[src/rtl/core/tlnm_pkg.sv]
// Types and constants for the traffic light controller with night mode.
// No dependencies; used by every module of the block by scoped names.
package tlnm_pkg;

  localparam int CFG_DATA_W  = 16;
  localparam int CFG_INDEX_W = 3;
  localparam int LIGHT_W     = 12;

  localparam logic [CFG_INDEX_W-1:0] CFG_DARK_THRESHOLD = 3'd0;
  localparam logic [CFG_INDEX_W-1:0] CFG_GREEN_TICKS    = 3'd1;
  localparam logic [CFG_INDEX_W-1:0] CFG_YELLOW_TICKS   = 3'd2;
  localparam logic [CFG_INDEX_W-1:0] CFG_RED_TICKS      = 3'd3;
  localparam logic [CFG_INDEX_W-1:0] CFG_CROSSING_TICKS = 3'd4;
  localparam logic [CFG_INDEX_W-1:0] CFG_BLINK_TICKS    = 3'd5;
  localparam logic [CFG_INDEX_W-1:0] CFG_SAMPLE_TICKS   = 3'd6;
  localparam logic [CFG_INDEX_W-1:0] CFG_DEBOUNCE_TICKS = 3'd7;

  localparam logic [LIGHT_W-1:0]    RST_DARK_THRESHOLD = 12'd2500;
  localparam logic [CFG_DATA_W-1:0] RST_GREEN_TICKS    = 16'd5000;
  localparam logic [CFG_DATA_W-1:0] RST_YELLOW_TICKS   = 16'd2000;
  localparam logic [CFG_DATA_W-1:0] RST_RED_TICKS      = 16'd5000;
  localparam logic [CFG_DATA_W-1:0] RST_CROSSING_TICKS = 16'd5000;
  localparam logic [CFG_DATA_W-1:0] RST_BLINK_TICKS    = 16'd1000;
  localparam logic [CFG_DATA_W-1:0] RST_SAMPLE_TICKS   = 16'd500;
  localparam logic [CFG_DATA_W-1:0] RST_DEBOUNCE_TICKS = 16'd50;

  localparam logic [1:0] PHASE_GREEN  = 2'd0;
  localparam logic [1:0] PHASE_YELLOW = 2'd1;
  localparam logic [1:0] PHASE_RED    = 2'd2;
  localparam logic [1:0] PHASE_CROSS  = 2'd3;

  localparam logic [1:0] LAMP_OFF    = 2'd0;
  localparam logic [1:0] LAMP_GREEN  = 2'd1;
  localparam logic [1:0] LAMP_YELLOW = 2'd2;
  localparam logic [1:0] LAMP_RED    = 2'd3;

  typedef enum logic [3:0] {
    ST_GREEN  = 4'b0001,
    ST_YELLOW = 4'b0010,
    ST_RED    = 4'b0100,
    ST_CROSS  = 4'b1000
  } phase_st_t;

  typedef struct packed {
    logic               button_event;
    logic [LIGHT_W-1:0] light_sample;
  } in_word_t;

  typedef struct packed {
    logic [1:0] lamp;
    logic [1:0] phase;
    logic       night_active;
    logic       request_waiting;
  } out_word_t;

  typedef struct packed {
    logic [LIGHT_W-1:0]    dark_threshold;
    logic [CFG_DATA_W-1:0] green_ticks;
    logic [CFG_DATA_W-1:0] yellow_ticks;
    logic [CFG_DATA_W-1:0] red_ticks;
    logic [CFG_DATA_W-1:0] crossing_ticks;
    logic [CFG_DATA_W-1:0] blink_ticks;
    logic [CFG_DATA_W-1:0] sample_ticks;
    logic [CFG_DATA_W-1:0] debounce_ticks;
  } cfg_t;

endpackage

[src/rtl/core/tlnm_cfg.sv]
// Configuration register bank of the traffic light controller.
// Depends on tlnm_pkg.
module tlnm_cfg (
  input  logic                              clk,
  input  logic                              rst_n,
  input  logic                              cfg_we,
  input  logic [tlnm_pkg::CFG_INDEX_W-1:0]  cfg_index,
  input  logic [tlnm_pkg::CFG_DATA_W-1:0]   cfg_wdata,
  output tlnm_pkg::cfg_t                    cfg
);

  tlnm_pkg::cfg_t cfg_r;

  always_ff @(posedge clk) begin
    if (!rst_n) begin
      cfg_r.dark_threshold <= tlnm_pkg::RST_DARK_THRESHOLD;
      cfg_r.green_ticks    <= tlnm_pkg::RST_GREEN_TICKS;
      cfg_r.yellow_ticks   <= tlnm_pkg::RST_YELLOW_TICKS;
      cfg_r.red_ticks      <= tlnm_pkg::RST_RED_TICKS;
      cfg_r.crossing_ticks <= tlnm_pkg::RST_CROSSING_TICKS;
      cfg_r.blink_ticks    <= tlnm_pkg::RST_BLINK_TICKS;
      cfg_r.sample_ticks   <= tlnm_pkg::RST_SAMPLE_TICKS;
      cfg_r.debounce_ticks <= tlnm_pkg::RST_DEBOUNCE_TICKS;
    end else if (cfg_we) begin
      case (cfg_index)
        tlnm_pkg::CFG_DARK_THRESHOLD:
          cfg_r.dark_threshold <= cfg_wdata[tlnm_pkg::LIGHT_W-1:0];
        tlnm_pkg::CFG_GREEN_TICKS:    cfg_r.green_ticks    <= cfg_wdata;
        tlnm_pkg::CFG_YELLOW_TICKS:   cfg_r.yellow_ticks   <= cfg_wdata;
        tlnm_pkg::CFG_RED_TICKS:      cfg_r.red_ticks      <= cfg_wdata;
        tlnm_pkg::CFG_CROSSING_TICKS: cfg_r.crossing_ticks <= cfg_wdata;
        tlnm_pkg::CFG_BLINK_TICKS:    cfg_r.blink_ticks    <= cfg_wdata;
        tlnm_pkg::CFG_SAMPLE_TICKS:   cfg_r.sample_ticks   <= cfg_wdata;
        tlnm_pkg::CFG_DEBOUNCE_TICKS: cfg_r.debounce_ticks <= cfg_wdata;
        default: ;
      endcase
    end
  end

  assign cfg = cfg_r;

endmodule

[src/rtl/core/tlnm_core.sv]
// Controller state and one-tick next-state logic: timers, light sampling,
// button debounce, phase sequencing and lamp decode. Depends on tlnm_pkg.
module tlnm_core #(
  parameter int TIMER_BITS = 16
) (
  input  logic                clk,
  input  logic                rst_n,
  input  logic                step_en,
  input  tlnm_pkg::in_word_t  in_word,
  input  tlnm_pkg::cfg_t      cfg,
  output tlnm_pkg::out_word_t res_word
);

  localparam int CW = (TIMER_BITS > tlnm_pkg::CFG_DATA_W) ? TIMER_BITS : tlnm_pkg::CFG_DATA_W;
  localparam logic [TIMER_BITS-1:0] TMAX = {TIMER_BITS{1'b1}};

  tlnm_pkg::phase_st_t   phase_r, phase_nxt;
  logic                  night_r, night_nxt;
  logic                  blink_r, blink_nxt;
  logic                  req_r, req_nxt;
  logic [TIMER_BITS-1:0] phase_el_r, phase_el_nxt;
  logic [TIMER_BITS-1:0] blink_el_r, blink_el_nxt;
  logic [TIMER_BITS-1:0] sample_el_r, sample_el_nxt;
  logic [TIMER_BITS-1:0] press_el_r, press_el_nxt;

  logic dark;

  always_comb begin
    phase_nxt     = phase_r;
    night_nxt     = night_r;
    blink_nxt     = blink_r;
    req_nxt       = req_r;
    phase_el_nxt  = (phase_el_r  == TMAX) ? phase_el_r  : phase_el_r  + 1'b1;
    blink_el_nxt  = (blink_el_r  == TMAX) ? blink_el_r  : blink_el_r  + 1'b1;
    sample_el_nxt = (sample_el_r == TMAX) ? sample_el_r : sample_el_r + 1'b1;
    press_el_nxt  = (press_el_r  == TMAX) ? press_el_r  : press_el_r  + 1'b1;
    dark          = in_word.light_sample > cfg.dark_threshold;

    // light sensor
    if (CW'(sample_el_nxt) >= CW'(cfg.sample_ticks)) begin
      sample_el_nxt = '0;
      if (dark != night_nxt && phase_nxt != tlnm_pkg::ST_CROSS) begin
        if (dark) begin
          blink_nxt    = 1'b1;
          blink_el_nxt = '0;
        end else begin
          phase_nxt    = tlnm_pkg::ST_GREEN;
          phase_el_nxt = '0;
        end
      end
      night_nxt = dark;
    end

    // debounced button
    if (in_word.button_event && CW'(press_el_nxt) >= CW'(cfg.debounce_ticks)) begin
      press_el_nxt = '0;
      if (phase_nxt != tlnm_pkg::ST_CROSS) begin
        req_nxt = 1'b1;
      end
    end

    if (phase_nxt == tlnm_pkg::ST_CROSS) begin
      if (CW'(phase_el_nxt) >= CW'(cfg.crossing_ticks)) begin
        phase_nxt = tlnm_pkg::ST_GREEN;
        if (night_nxt) begin
          blink_nxt    = 1'b1;
          blink_el_nxt = '0;
        end else begin
          phase_el_nxt = '0;
        end
      end
    end else if (night_nxt) begin
      if (req_nxt) begin
        req_nxt      = 1'b0;
        phase_nxt    = tlnm_pkg::ST_CROSS;
        phase_el_nxt = '0;
      end else if (CW'(blink_el_nxt) >= CW'(cfg.blink_ticks)) begin
        blink_el_nxt = '0;
        blink_nxt    = !blink_nxt;
      end
    end else begin
      case (phase_nxt)
        tlnm_pkg::ST_GREEN: begin
          if (req_nxt || CW'(phase_el_nxt) >= CW'(cfg.green_ticks)) begin
            phase_nxt    = tlnm_pkg::ST_YELLOW;
            phase_el_nxt = '0;
          end
        end
        tlnm_pkg::ST_YELLOW: begin
          if (CW'(phase_el_nxt) >= CW'(cfg.yellow_ticks)) begin
            phase_nxt    = req_nxt ? tlnm_pkg::ST_CROSS : tlnm_pkg::ST_RED;
            req_nxt      = 1'b0;
            phase_el_nxt = '0;
          end
        end
        tlnm_pkg::ST_RED: begin
          if (req_nxt) begin
            req_nxt      = 1'b0;
            phase_nxt    = tlnm_pkg::ST_CROSS;
            phase_el_nxt = '0;
          end else if (CW'(phase_el_nxt) >= CW'(cfg.red_ticks)) begin
            phase_nxt    = tlnm_pkg::ST_GREEN;
            phase_el_nxt = '0;
          end
        end
        default: ;
      endcase
    end
  end

  // result word from the state after this tick
  always_comb begin
    res_word.night_active    = night_nxt;
    res_word.request_waiting = req_nxt;
    case (phase_nxt)
      tlnm_pkg::ST_GREEN:  res_word.phase = tlnm_pkg::PHASE_GREEN;
      tlnm_pkg::ST_YELLOW: res_word.phase = tlnm_pkg::PHASE_YELLOW;
      tlnm_pkg::ST_RED:    res_word.phase = tlnm_pkg::PHASE_RED;
      default:             res_word.phase = tlnm_pkg::PHASE_CROSS;
    endcase
    if (phase_nxt == tlnm_pkg::ST_CROSS) begin
      res_word.lamp = tlnm_pkg::LAMP_RED;
    end else if (night_nxt) begin
      res_word.lamp = blink_nxt ? tlnm_pkg::LAMP_YELLOW : tlnm_pkg::LAMP_OFF;
    end else begin
      case (phase_nxt)
        tlnm_pkg::ST_GREEN:  res_word.lamp = tlnm_pkg::LAMP_GREEN;
        tlnm_pkg::ST_YELLOW: res_word.lamp = tlnm_pkg::LAMP_YELLOW;
        default:             res_word.lamp = tlnm_pkg::LAMP_RED;
      endcase
    end
  end

  always_ff @(posedge clk) begin
    if (!rst_n) begin
      phase_r     <= tlnm_pkg::ST_GREEN;
      night_r     <= 1'b0;
      blink_r     <= 1'b0;
      req_r       <= 1'b0;
      phase_el_r  <= '0;
      blink_el_r  <= '0;
      sample_el_r <= '0;
      press_el_r  <= '0;
    end else if (step_en) begin
      phase_r     <= phase_nxt;
      night_r     <= night_nxt;
      blink_r     <= blink_nxt;
      req_r       <= req_nxt;
      phase_el_r  <= phase_el_nxt;
      blink_el_r  <= blink_el_nxt;
      sample_el_r <= sample_el_nxt;
      press_el_r  <= press_el_nxt;
    end
  end

endmodule

[src/rtl/core/traffic_light_with_night_mode.sv]
// Traffic light controller with pedestrian button and night blink mode.
// Each input word is one millisecond tick and yields exactly one result word
// holding the lamp, phase and mode after that tick. A word is registered on
// input, runs through the tick logic and lands in the output register, and a
// new word is taken every cycle while the output side keeps up; the output
// register sets that pace. Timers are TIMER_BITS wide and saturate. The user
// must write configuration through cfg_we, cfg_index and cfg_wdata only while
// the block is idle; the block itself does not enforce this. Depends on
// tlnm_pkg, tlnm_cfg and tlnm_core.
module traffic_light_with_night_mode #(
  parameter int TIMER_BITS = 16
) (
  input  logic                              clk,
  input  logic                              rst_n,
  input  logic                              in_valid,
  output logic                              in_stall,
  input  tlnm_pkg::in_word_t                in_word,
  output logic                              out_valid,
  input  logic                              out_stall,
  output tlnm_pkg::out_word_t               out_word,
  input  logic                              cfg_we,
  input  logic [tlnm_pkg::CFG_INDEX_W-1:0]  cfg_index,
  input  logic [tlnm_pkg::CFG_DATA_W-1:0]   cfg_wdata
);

  tlnm_pkg::cfg_t      cfg;
  tlnm_pkg::in_word_t  in_word_r;
  tlnm_pkg::out_word_t res_word;
  tlnm_pkg::out_word_t out_word_r;
  logic                in_valid_r, in_valid_nxt;
  logic                out_valid_r, out_valid_nxt;
  logic                advance;
  logic                step_en;
  logic                in_take;

  assign advance  = !out_valid_r || !out_stall;
  assign step_en  = in_valid_r && advance;
  assign in_stall = in_valid_r && !advance;
  assign in_take  = in_valid && !in_stall;

  always_comb begin
    in_valid_nxt = in_valid_r;
    if (in_take) begin
      in_valid_nxt = 1'b1;
    end else if (advance) begin
      in_valid_nxt = 1'b0;
    end
    out_valid_nxt = out_valid_r;
    if (advance) begin
      out_valid_nxt = in_valid_r;
    end
  end

  always_ff @(posedge clk) begin
    if (!rst_n) begin
      in_valid_r  <= 1'b0;
      out_valid_r <= 1'b0;
    end else begin
      in_valid_r  <= in_valid_nxt;
      out_valid_r <= out_valid_nxt;
    end
  end

  always_ff @(posedge clk) begin
    if (in_take) begin
      in_word_r <= in_word;
    end
    if (step_en) begin
      out_word_r <= res_word;
    end
  end

  tlnm_cfg u_cfg (
    .clk       (clk),
    .rst_n     (rst_n),
    .cfg_we    (cfg_we),
    .cfg_index (cfg_index),
    .cfg_wdata (cfg_wdata),
    .cfg       (cfg)
  );

  tlnm_core #(
    .TIMER_BITS (TIMER_BITS)
  ) u_core (
    .clk      (clk),
    .rst_n    (rst_n),
    .step_en  (step_en),
    .in_word  (in_word_r),
    .cfg      (cfg),
    .res_word (res_word)
  );

  assign out_valid = out_valid_r;
  assign out_word  = out_word_r;

endmodule

[config.mk]
export PLATFORM = sky130hd
export DESIGN_NAME = traffic_light_with_night_mode
export DESIGN_NICKNAME = d
export VERILOG_FILES = /design/src/rtl/core/tlnm_pkg.sv /design/src/rtl/core/tlnm_cfg.sv /design/src/rtl/core/tlnm_core.sv /design/src/rtl/core/traffic_light_with_night_mode.sv
export SDC_FILE = /design/constraint.sdc
export NUM_CORES = 1
export LEC_CHECK = 0
export BUFFER_PORTS_ARGS = -buffer_cell sky130_fd_sc_hd__buf_2
export CORE_ASPECT_RATIO = 1.1
export CORE_MARGIN = 3
export CORE_UTILIZATION = 35
export CTS_CLUSTER_DIAMETER = 50
export DETAILED_ROUTE_END_ITERATION = 7
export PLACE_DENSITY_LB_ADDON = 0.08
export SLEW_MARGIN = 30
export SYNTH_ARGS = -nofsm -noshare
export SYNTH_HDL_FRONTEND = slang
export SYNTH_SLANG_ARGS = --single-unit
[constraint.sdc]
create_clock -name clk -period 6.4 [get_ports clk]
set_input_delay 1.6 -clock clk [delete_from_list [all_inputs] [get_ports clk]]
set_output_delay 1.6 -clock clk [all_outputs]
set_load 0.005 [all_outputs]
==> impl_metrics.csv, run 1 <==
group,metric,value,unit
timing,fin_crit,6160,ps
critical_path,worstPathArrival,6420,ps
clock_tree,clk_latency,520,ps
detailed_routing,avgRoutedWirePerCell,18.3,um
placement,dpl.hpwl,27.0,mm
hold_path,hold_path.class,"flip-flop to flip-flop",
placement,place.gp.congestion,0.838,
die,start_util,35.9,%
global_route,grt-ovfl-total,0,
die,fp.dieArea,38800,sq um
clock_tree,clockRootBuffer,"clkbuf_16",
critical_path,end_kind,"flip-flop",
logic_synthesis,ys.flop_type,"dfxtp_1",
power_and_ir_drop,p_per_area,242,nW/um^2
clock_tree,cts.reportedPaths.clkPinSlew,60,ps
logic_synthesis,postSynthCellCount,1546,
critical_path,r2r_cells,27,
finish,drive_above_1_share,14.1,%
critical_path,ff2ff_setup_slack,240,ps
finish,mostFrequentLayoutCell,"nand2_1",
timing,slew_headroom,42.6,%
logic_synthesis,syn_avg_cell_area,8.27,sq um
timing,hold_violations,0,
die,ios,45,
critical_path,worstPathRequired,6670,ps
critical_path,path_max_fanout,8,
clock_tree,cts_sinks,216,
die,dieHeight,206,um
placement,placed_area,13800,sq um
outcome,status,"completed",
clock_tree,clockBufferDepth,3,
hold_path,hold-path-cell-count,2,
timing,fin_crit_sh,96.2,%
detailed_routing,drtIter0Drc,631,
detailed_routing,dr.pass1.iters,5,
detailed_routing,wl,38.8,mm
logic_synthesis,synth_top_area_cell,"dfxtp_1",
hold_path,min_from,"u_cfg.cfg[26]$_SDFFE_PN0P_",
clock_tree,cts_tree,"built",
placement,portBuffers,44,
critical_path,crit_end,"out_word[2]$_DFFE_PP_",
critical_path,worstSetupStartpointType,"flip-flop",
logic_synthesis,ys_ff_latch,216,
power_and_ir_drop,p_leak,6.26,nW
global_route,first_global_vias,10400,
global_route,grt_use_total,20.0,%
finish,post-route-util,42.7,%
timing,setup_viol,0,
logic_synthesis,synth.top_cell.area_share,30.9,%
clock_tree,cts_max_level,2,
detailed_routing,postRouteAntennaNets,0,
finish,fin_area,15200,sq um
finish,n_antenna_cell,0,
logic_synthesis,synth_fp_nets,1711,
die,rows,72,
logic_synthesis,synth_seq_area_share,35.3,%
timing,worst_pin_slew,860,ps
detailed_routing,drc,0,
logic_synthesis,synthTopCellsByArea,"dfxtp_1 (31%), ha_1 (13%), nand2_1 (8.1%), a21boi_0 (5.3%), edfxtp_1 (4.5%)",
detailed_routing,via_count,10900,
global_route,grt_pass1_wl,60.2,mm
detailed_routing,viasPerCell,5.15,
logic_synthesis,synth_cell_type_count,76,
logic_synthesis,yosys_warnings,0,
timing,finClkSkew,17.2,ps
global_route,grt_max_degree,93,
global_route,antenna_found_initial,0,
critical_path,crit_type,"flip-flop to flip-flop",
flow_run,drv_cap,0,
power_and_ir_drop,ir_drop,0.000203,V
finish,syn_to_final_growth,18.9,%
critical_path,cp-startpoint,"u_core.sample_el_r[6]$_SDFFE_PN0P_",
timing,drv_slew,0,
finish,layout_common_cells,"nand2_1 (274), dfxtp_1 (194), inv_1 (132), ha_1 (128), a21boi_0 (90)",
die,core,35600,sq um
timing,holdWs,463,ps
finish,nets,1777,
logic_synthesis,synth_edf_count,19,
logic_synthesis,async_reset_ff_share,0,%
critical_path,rr_startpoint,"u_core.sample_el_r[6]$_SDFFE_PN0P_",
timing,fmax,162,MHz
critical_path,rr_endpoint,"out_word[2]$_DFFE_PP_",
clock_tree,cts_inserted_buffers,36,
timing,fin_tns_setup,0,ps
logic_synthesis,synth_area,12800,sq um
die,die_x,188,um
## cells in the mapped netlist (6+ instances only)
master,instances
or3_1,6
buf_4,8
nand2_1,275
nor3b_1,6
inv_1,132
nand2b_1,14
a211oi_1,14
xnor2_1,23
nand3_1,43
a21boi_0,90
ha_1,128
nor3_1,17
o21ai_0,35
o21a_1,10
and2_1,15
a21oi_1,56
a22o_1,20
and3_1,16
a21o_1,18
edfxtp_1,19
o211ai_1,47
dfxtp_1,197
a31oi_1,7
xor2_1,22
a22oi_1,35
nor2b_1,53
nor2_1,71
clkbuf_1,65
nand4_1,25
## worst min path at each step
stage / endpoint / slack, ps
finish: u_cfg.cfg[26]$_SDFFE_PN0P_ / 460
global route: u_cfg.cfg[62]$_SDFFE_PN0P_ / 480
CTS: u_cfg.cfg[98]$_SDFFE_PN0P_ / 470
detailed placement: u_cfg.cfg[98]$_SDFFE_PN0P_ / 460
global placement: u_cfg.cfg[100]$_SDFFE_PN0P_ / 450
floorplan: u_cfg.cfg[113]$_SDFFE_PN0P_ / 440
## cells by family (layout without fill, tap and decap cells)
group	after synthesis	count (layout)	synth area share, %
muxes	6	6	0.538
DFF	216	216	35.3
adders and majority gates	128	128	12.5
AOI/OAI and AO/OA	368	368	20.8
buffers and inverters	215	306	6.78
and+or+nand+nor	568	568	21.0
xor gates and xnor gates	45	45	3.08
## cell type report
cell class	instances	area (sq um)
Clock buffer	49	1060
Clock inverter	14	165
Fill cell	3520	20400
Inverter	133	499
Multi-Input combinational cell	1115	7570
Sequential cell	216	4520
Tap cell	481	602
Timing Repair Buffer	110	777
## power breakdown
group	switching (mW)	internal (mW)	total [mW]
sequential	0.0202	1.40	1.42
combinational	0.173	0.0962	0.269
clock	0.701	1.28	1.98
## timing repair
item                                    CTS  global route
endpoints found under the setup margin   19            40
hold buffers                              0             0
hold endpoints to repair                  0             0
gates cloned                              0             1
setup buffers                             1             2
gates resized for setup                   6            34
pin swaps                                 1            12
## registers in the layout, summed over array words and instances, names as in the netlist
name and count:
u_core.sample_el_r 16, in_valid_r 1, u_cfg.cfg 124, out_word 6, u_core.blink_el_r 16, u_core.phase_el_r 16, u_core.phase_r 4, out_valid 1
u_core.blink_r 1, in_word_r 13, u_core.req_r 1, u_core.press_el_r 16, u_core.night_r 1
## worst max-delay path: stages, from the launching register on
cell and delay [ps]:
dfxtp_2 330, nand3_2 90, nor2_2 130, nand4_1 120, or2_2 300, or3_4 380
nor2b_4 160, nand3_1 90, xnor2_1 100, ha_1 320, and3_4 190, o211ai_1 90
o21a_2 230, o31a_1 300, nor3_4 300, buf_12 190, a21oi_2 50, ha_1 310
a211oi_1 240, nor2_1 80, a2111o_1 420, a211oi_2 170, buf_4 150, a21oi_1 40
or4b_4 530, o211ai_4 120, xor2_1 90, or3_1 370
## per-stage QoR
| step | cells | power [mW] | setup slack (ps) |
|---|---|---|---|
| 2_1_floorplan | 1546 | 1.61 | 112 |
| 5_1_grt | 2118 | 3.81 | -1.30 |
| 6_report | 2118 | 3.67 | 242 |
| 4_1_cts | 2115 | 3.72 | 13.3 |
| 3_3_place_gp | 2051 | 1.71 | -70.4 |
| 3_5_place_dp | 2051 | 1.71 | -165 |
## layer usage
layer	track usage (%)	wire length (um)
met2	32.7	17900
met3	3.02	1660
met5	0	0
met1	27.6	18500
met4	5.47	752
Note: power is estimated with default switching activity, not from simulation.
==> run 2, diff against run 1 <==
==> constraint.sdc (replaced) <==
create_clock -name clk -period 6.8 [get_ports clk]
set_input_delay 1.7 -clock clk [delete_from_list [all_inputs] [get_ports clk]]
set_output_delay 1.7 -clock clk [all_outputs]
set_load 0.005 [all_outputs]
==> run 2 against run 1 <==
Sequential power is 6% lower; via count is 1.0% lower; count of clock-buffer cells in the layout is 2 higher; final cell count is 0.99% lower; clock power is 6% lower; critical path depth is 2 lower; wire length is 0.80% higher; first-iteration DRC count is 8.2% lower.
==> impl_metrics.csv, run 2 (same netlist as run 1, synthesis figures left out) <==
group,metric,value,unit
global_route,grt_max_degree,81,
timing,fin_crit,6400,ps
detailed_routing,drtIter0Drc,579,
detailed_routing,wl,39.1,mm
placement,place.gp.congestion,0.817,
timing,fin_tns_setup,0,ps
power_and_ir_drop,p_leak,6.10,nW
timing,fin_crit_sh,94.1,%
die,rows,72,
detailed_routing,dr.pass1.iters,5,
placement,portBuffers,44,
critical_path,worstSetupStartpointType,"flip-flop",
critical_path,worstPathArrival,6660,ps
timing,drv_slew,0,
finish,drive_above_1_share,11.1,%
detailed_routing,via_count,10800,
clock_tree,clockRootBuffer,"clkbuf_16",
finish,largest_register_ffs,124,
clock_tree,cts_inserted_buffers,36,
clock_tree,cts_hold_buf,0,
global_route,grt_use_total,20.1,%
finish,syn_to_final_growth,16.2,%
die,start_util,35.9,%
detailed_routing,viasPerCell,5.15,
power_and_ir_drop,switching_share,24.5,%
placement,dp_slack,143,ps
die,die_x,188,um
timing,holdWs,462,ps
hold_path,hold-path-cell-count,2,
outcome,status,"completed",
power_and_ir_drop,p_sw,0.844,mW
finish,mostFrequentLayoutCell,"nand2_1",
clock_tree,cts.reportedPaths.clkPinSlew,50,ps
timing,fmax,156,MHz
power_and_ir_drop,ir_drop,0.000173,V
flow_run,drv_cap,0,
timing,slew_headroom,41.3,%
global_route,grt_pass1_wl,60.6,mm
critical_path,crit_slowest_cell,"or4b_1",
critical_path,critPathMaxStageDelay,540,ps
die,ios,45,
die,core,35600,sq um
die,dieHeight,206,um
power_and_ir_drop,pwr-share-clk,54.0,%
power_and_ir_drop,p_per_area,232,nW/um^2
global_route,first_global_vias,10500,
die,fp.dieArea,38800,sq um
finish,post-route-util,41.7,%
finish,nets,1753,
power_and_ir_drop,seqPwrFrac,38.8,%
global_route,antenna_found_initial,0,
finish,layout_common_cells,"nand2_1 (274), dfxtp_1 (197), inv_1 (132), ha_1 (128), a21boi_0 (90)",
timing,hold_violations,0,
hold_path,min_to,"u_cfg.cfg[121]$_SDFFE_PN0P_",
timing,worst_pin_slew,880,ps
timing,timing.final.ws_setup,399,ps
clock_tree,clockBufferDepth,3,
global_route,grt-ovfl-total,0,
critical_path,crit_type,"flip-flop to flip-flop",
clock_tree,cts_tree,"built",
timing,finClkSkew,17.6,ps
critical_path,rr_endpoint,"out_word[2]$_DFFE_PP_",
detailed_routing,avgRoutedWirePerCell,18.6,um
critical_path,end_kind,"flip-flop",
critical_path,ff2ff_setup_slack,400,ps
clock_tree,cts_sinks,216,
hold_path,min_from,"u_cfg.cfg[121]$_SDFFE_PN0P_",
critical_path,rr_startpoint,"u_core.sample_el_r[5]$_SDFFE_PN0P_",
detailed_routing,drc,0,
critical_path,path_max_fanout,14,
critical_path,worstPathRequired,7060,ps
power_and_ir_drop,internal_power,2.60,mW
detailed_routing,postRouteAntennaNets,0,
hold_path,hold_path.class,"flip-flop to flip-flop",
timing,setup_viol,0,
critical_path,cp-startpoint,"u_core.sample_el_r[5]$_SDFFE_PN0P_",
finish,n_antenna_cell,0,
clock_tree,clk_latency,520,ps
clock_tree,cts_max_level,2,
critical_path,r2r_cells,25,
placement,dpl.hpwl,26.9,mm
power_and_ir_drop,combPwrFrac,7.2,%
==> run 2: changes by cell type in the layout (fill, tap and decap cells not counted), moves of 3 or more <==
cell,change
a21oi_1,+3
a21oi_2,-3
buf_4,-21
clkbuf_1,+5
clkbuf_8,-4
dfxtp_1,+3
dfxtp_2,-3
nor2_1,+7
nor2_2,-6
==> run 2: per-stage QoR <==
| stage | power (mW) | cells | cell area, sq um |
|---|---|---|---|
| after detailed placement | 1.61 | 2029 | 13600 |
| after floorplan | 1.51 | 1546 | 12800 |
| after global routing | 3.59 | 2097 | 14900 |
| after global placement | 1.61 | 2029 | 13600 |
| after CTS | 3.50 | 2095 | 14800 |
| final | 3.44 | 2097 | 14900 |
==> run 2: critical path, delay by kind of cell, from the launching register on <==
family | cells | cell delay (ps)
compound gates | 9 | 1940
simple gates | 11 | 2780
xor+xnor | 2 | 250
flops | 1 | 380
fa+ha+maj | 2 | 620
buf+inv | 1 | 170
==> run 2: area by class of cell <==
cell class / count / area (sq um)
multi-input cells: 1115 / 7440
inverters: 133 / 499
clock buffers: 51 / 1050
clock inverters: 15 / 186
fillers: 3645 / 20700
well taps: 481 / 602
flip-flops and latches: 216 / 4510
repair buffers: 86 / 554
==> run 2: per-layer routing <==
layer  up-vias  track usage (%)  routed length [um]
met5         -                0                   0
met4         0             6.38                1010
met3        69             2.61                1290
met2       168             33.4               18000
met1      5104             27.2               18800
li1       5449                -                   -
==> run 2: what timing repair did <==
item,in CTS,in global routing
resized for setup,0,8
setup endpoints to repair,0,23
buffers inserted,0,2
==> run 2: how the worst max path moves through the flow <==
| stage | to | slack (ps) |
|---|---|---|
| after detailed placement | out_word[2]$_DFFE_PP_ | 140 |
| after global routing | out_word[5]$_SDFFCE_PN1P_ | -20 |
| after floorplan | out_word[2]$_DFFE_PP_ | 510 |
| after global placement | out_word[2]$_DFFE_PP_ | 210 |
| final | out_word[2]$_DFFE_PP_ | 400 |
| after CTS | out_word[2]$_DFFE_PP_ | 100 |
==> run 2: power groups by stage <==
stage | Sequential [mW] | Combinational [mW] | Clock (mW)
final | 1.34 | 0.247 | 1.86
after global routing | 1.34 | 0.276 | 1.97
after CTS | 1.34 | 0.249 | 1.91
after detailed placement | 1.36 | 0.247 | 0
after global placement | 1.36 | 0.246 | 0
after floorplan | 1.35 | 0.160 | 0
==> run 3, diff against run 2 <==
--- a/config.mk
+++ b/config.mk
@@ -7,7 +7,7 @@
 export LEC_CHECK = 0
 export BUFFER_PORTS_ARGS = -buffer_cell sky130_fd_sc_hd__buf_2
 export CORE_ASPECT_RATIO = 1.1
-export CORE_MARGIN = 3
+export CORE_MARGIN = 5
 export CORE_UTILIZATION = 35
 export CTS_CLUSTER_DIAMETER = 50
 export DETAILED_ROUTE_END_ITERATION = 7
==> run 3 against run 2 <==
Die area grew 4.1%; final area grew 0.76%; combinational power is essentially flat; total power grew 5.2%; first-iteration DRC count shrank 11%; worst hold slack lost 0.98 ps; clock skew grew 10 ps; global-route usage shrank 1.3 points; final cell count is essentially flat; utilization shrank 0.26 points; sequential share of layout area shrank 0.22 points; critical path depth grew 3.
==> impl_metrics.csv, run 3 (same netlist as run 1, synthesis figures left out) <==
group,metric,value,unit
outcome,status,"completed",
power_and_ir_drop,p_sw,0.867,mW
finish,final.fill_count,3680,
power_and_ir_drop,seqPwrFrac,36.9,%
critical_path,cp-startpoint,"u_core.sample_el_r[5]$_SDFFE_PN0P_",
global_route,grt_pass1_wl,59.6,mm
clock_tree,cts_tree,"built",
timing,timing.final.ws_setup,275,ps
clock_tree,cts_sinks,216,
die,die_x,192,um
finish,largest_register_ffs,124,
detailed_routing,postRouteAntennaNets,0,
critical_path,crit_slowest_cell,"or3_4",
timing,finClkSkew,27.8,ps
finish,nets,1748,
detailed_routing,viasPerCell,5.07,
die,rows,73,
clock_tree,cts_inserted_buffers,37,
power_and_ir_drop,combPwrFrac,6.8,%
global_route,grt-ovfl-total,0,
detailed_routing,via_count,10600,
die,fp.dieArea,40400,sq um
timing,fmax,153,MHz
timing,slew_headroom,43.2,%
hold_path,hold_path.class,"flip-flop to flip-flop",
critical_path,r2r_cells,28,
finish,multi_input_area,7460,sq um
critical_path,critPathMaxStageDelay,410,ps
power_and_ir_drop,pwr-share-clk,56.3,%
global_route,first_global_vias,10300,
critical_path,end_kind,"flip-flop",
critical_path,crit_type,"flip-flop to flip-flop",
timing,worst_pin_slew,852,ps
die,start_util,35.4,%
detailed_routing,avgRoutedWirePerCell,18.3,um
clock_tree,clockRootBuffer,"clkbuf_16",
power_and_ir_drop,p_per_area,242,nW/um^2
critical_path,worstPathArrival,6780,ps
finish,mostFrequentLayoutCell,"nand2_1",
global_route,grt_use_total,18.8,%
critical_path,worstPathRequired,7060,ps
critical_path,ff2ff_setup_slack,270,ps
placement,place.gp.congestion,0.874,
detailed_routing,dr.pass1.iters,5,
global_route,antenna_found_initial,0,
timing,holdWs,461,ps
detailed_routing,drc,0,
clock_tree,clk_latency,530,ps
clock_tree,cts.reportedPaths.clkPinSlew,50,ps
die,core,36100,sq um
power_and_ir_drop,p_leak,6.13,nW
power_and_ir_drop,internal_power,2.76,mW
finish,n_antenna_cell,0,
finish,syn_to_final_growth,17.1,%
timing,fin_crit_sh,96.0,%
timing,hold_violations,0,
clock_tree,cts_setup_buffers,0,
timing,fin_crit,6530,ps
timing,setup_viol,0,
critical_path,rr_startpoint,"u_core.sample_el_r[5]$_SDFFE_PN0P_",
finish,seqCellArea,4520,sq um
clock_tree,cts-resized-gates,0,
placement,dpl.hpwl,26.9,mm
flow_run,drv_cap,0,
timing,drv_slew,0,
critical_path,crit_end,"out_word[2]$_DFFE_PP_",
placement,portBuffers,44,
clock_tree,clockBufferDepth,3,
clock_tree,cts_hold_buf,0,
finish,layout_common_cells,"nand2_1 (274), dfxtp_1 (196), inv_1 (132), ha_1 (128), a21boi_0 (90)",
power_and_ir_drop,ir_drop,0.000197,V
detailed_routing,wl,38.3,mm
placement,dp_slack,62.2,ps
power_and_ir_drop,switching_share,23.9,%
detailed_routing,drtIter0Drc,514,
timing,fin_tns_setup,0,ps
finish,drive_above_1_share,11.5,%
global_route,grt_max_degree,89,
die,dieHeight,210,um
critical_path,path_max_fanout,18,
critical_path,worstSetupStartpointType,"flip-flop",
critical_path,rr_endpoint,"out_word[2]$_DFFE_PP_",
die,ios,45,
clock_tree,cts_max_level,2,
[run 3: worst max-delay path: cells and delay by family, from the launching register on]
| family | cells | cell delay (ps) |
|---|---|---|
| buffers and inverters | 2 | 350 |
| DFF | 1 | 380 |
| AOI/OAI and AO/OA | 8 | 1760 |
| xor gates and xnor gates | 2 | 190 |
| adders and majority gates | 2 | 600 |
| muxes | 1 | 320 |
| and+or+nand+nor | 13 | 2680 |
[run 3: how the worst min path moves through the flow]
stage                                start                           to  slack, ps  depth (start not counted)
6_report        u_cfg.cfg[44]$_SDFFE_PN0P_   u_cfg.cfg[44]$_SDFFE_PN0P_        460                          2
5_1_grt         u_cfg.cfg[42]$_SDFFE_PN0P_   u_cfg.cfg[42]$_SDFFE_PN0P_        480                          2
4_1_cts        u_cfg.cfg[100]$_SDFFE_PN0P_  u_cfg.cfg[100]$_SDFFE_PN0P_        460                          2
3_5_place_dp   u_cfg.cfg[100]$_SDFFE_PN0P_  u_cfg.cfg[100]$_SDFFE_PN0P_        460                          2
3_3_place_gp    u_cfg.cfg[63]$_SDFFE_PN0P_   u_cfg.cfg[63]$_SDFFE_PN0P_        450                          2
2_1_floorplan  u_cfg.cfg[113]$_SDFFE_PN0P_  u_cfg.cfg[113]$_SDFFE_PN0P_        440                          2
[run 3: layout make-up]
cell class	count	area share, %
inverters	133	3.34
flip-flops and latches	216	30.2
repair buffers	80	3.54
clock inverters	19	1.81
multi-input cells	1115	49.8
well taps	487	4.07
clock buffers	48	7.22
[run 3: power by group through the flow]
stage | Clock [mW] | Combinational, mW | Sequential [mW]
2_1_floorplan | 0 | 0.160 | 1.35
3_3_place_gp | 0 | 0.246 | 1.36
3_5_place_dp | 0 | 0.247 | 1.36
4_1_cts | 2.09 | 0.249 | 1.34
5_1_grt | 2.15 | 0.273 | 1.34
6_report | 2.04 | 0.245 | 1.34
[run 3: stage by stage]
stage / area [sq um] / power (mW) / util [%] / std cells
2_1_floorplan: 12800 / 1.51 / - / 1546
3_3_place_gp: 13500 / 1.61 / 37.5 / 2030
3_5_place_dp: 13600 / 1.61 / 37.6 / 2031
4_1_cts: 14900 / 3.68 / 41.3 / 2098
5_1_grt: 15000 / 3.76 / 41.5 / 2098
6_report: 15000 / 3.62 / 41.5 / 2098
[run 3: layer usage]
layer	global-route usage, %	vias to the layer above	routed length [um]
li1	-	5443	-
met1	25.7	4962	18100
met2	30.9	179	17900
met3	3.30	46	1580
met4	4.72	0	796
met5	0	-	0
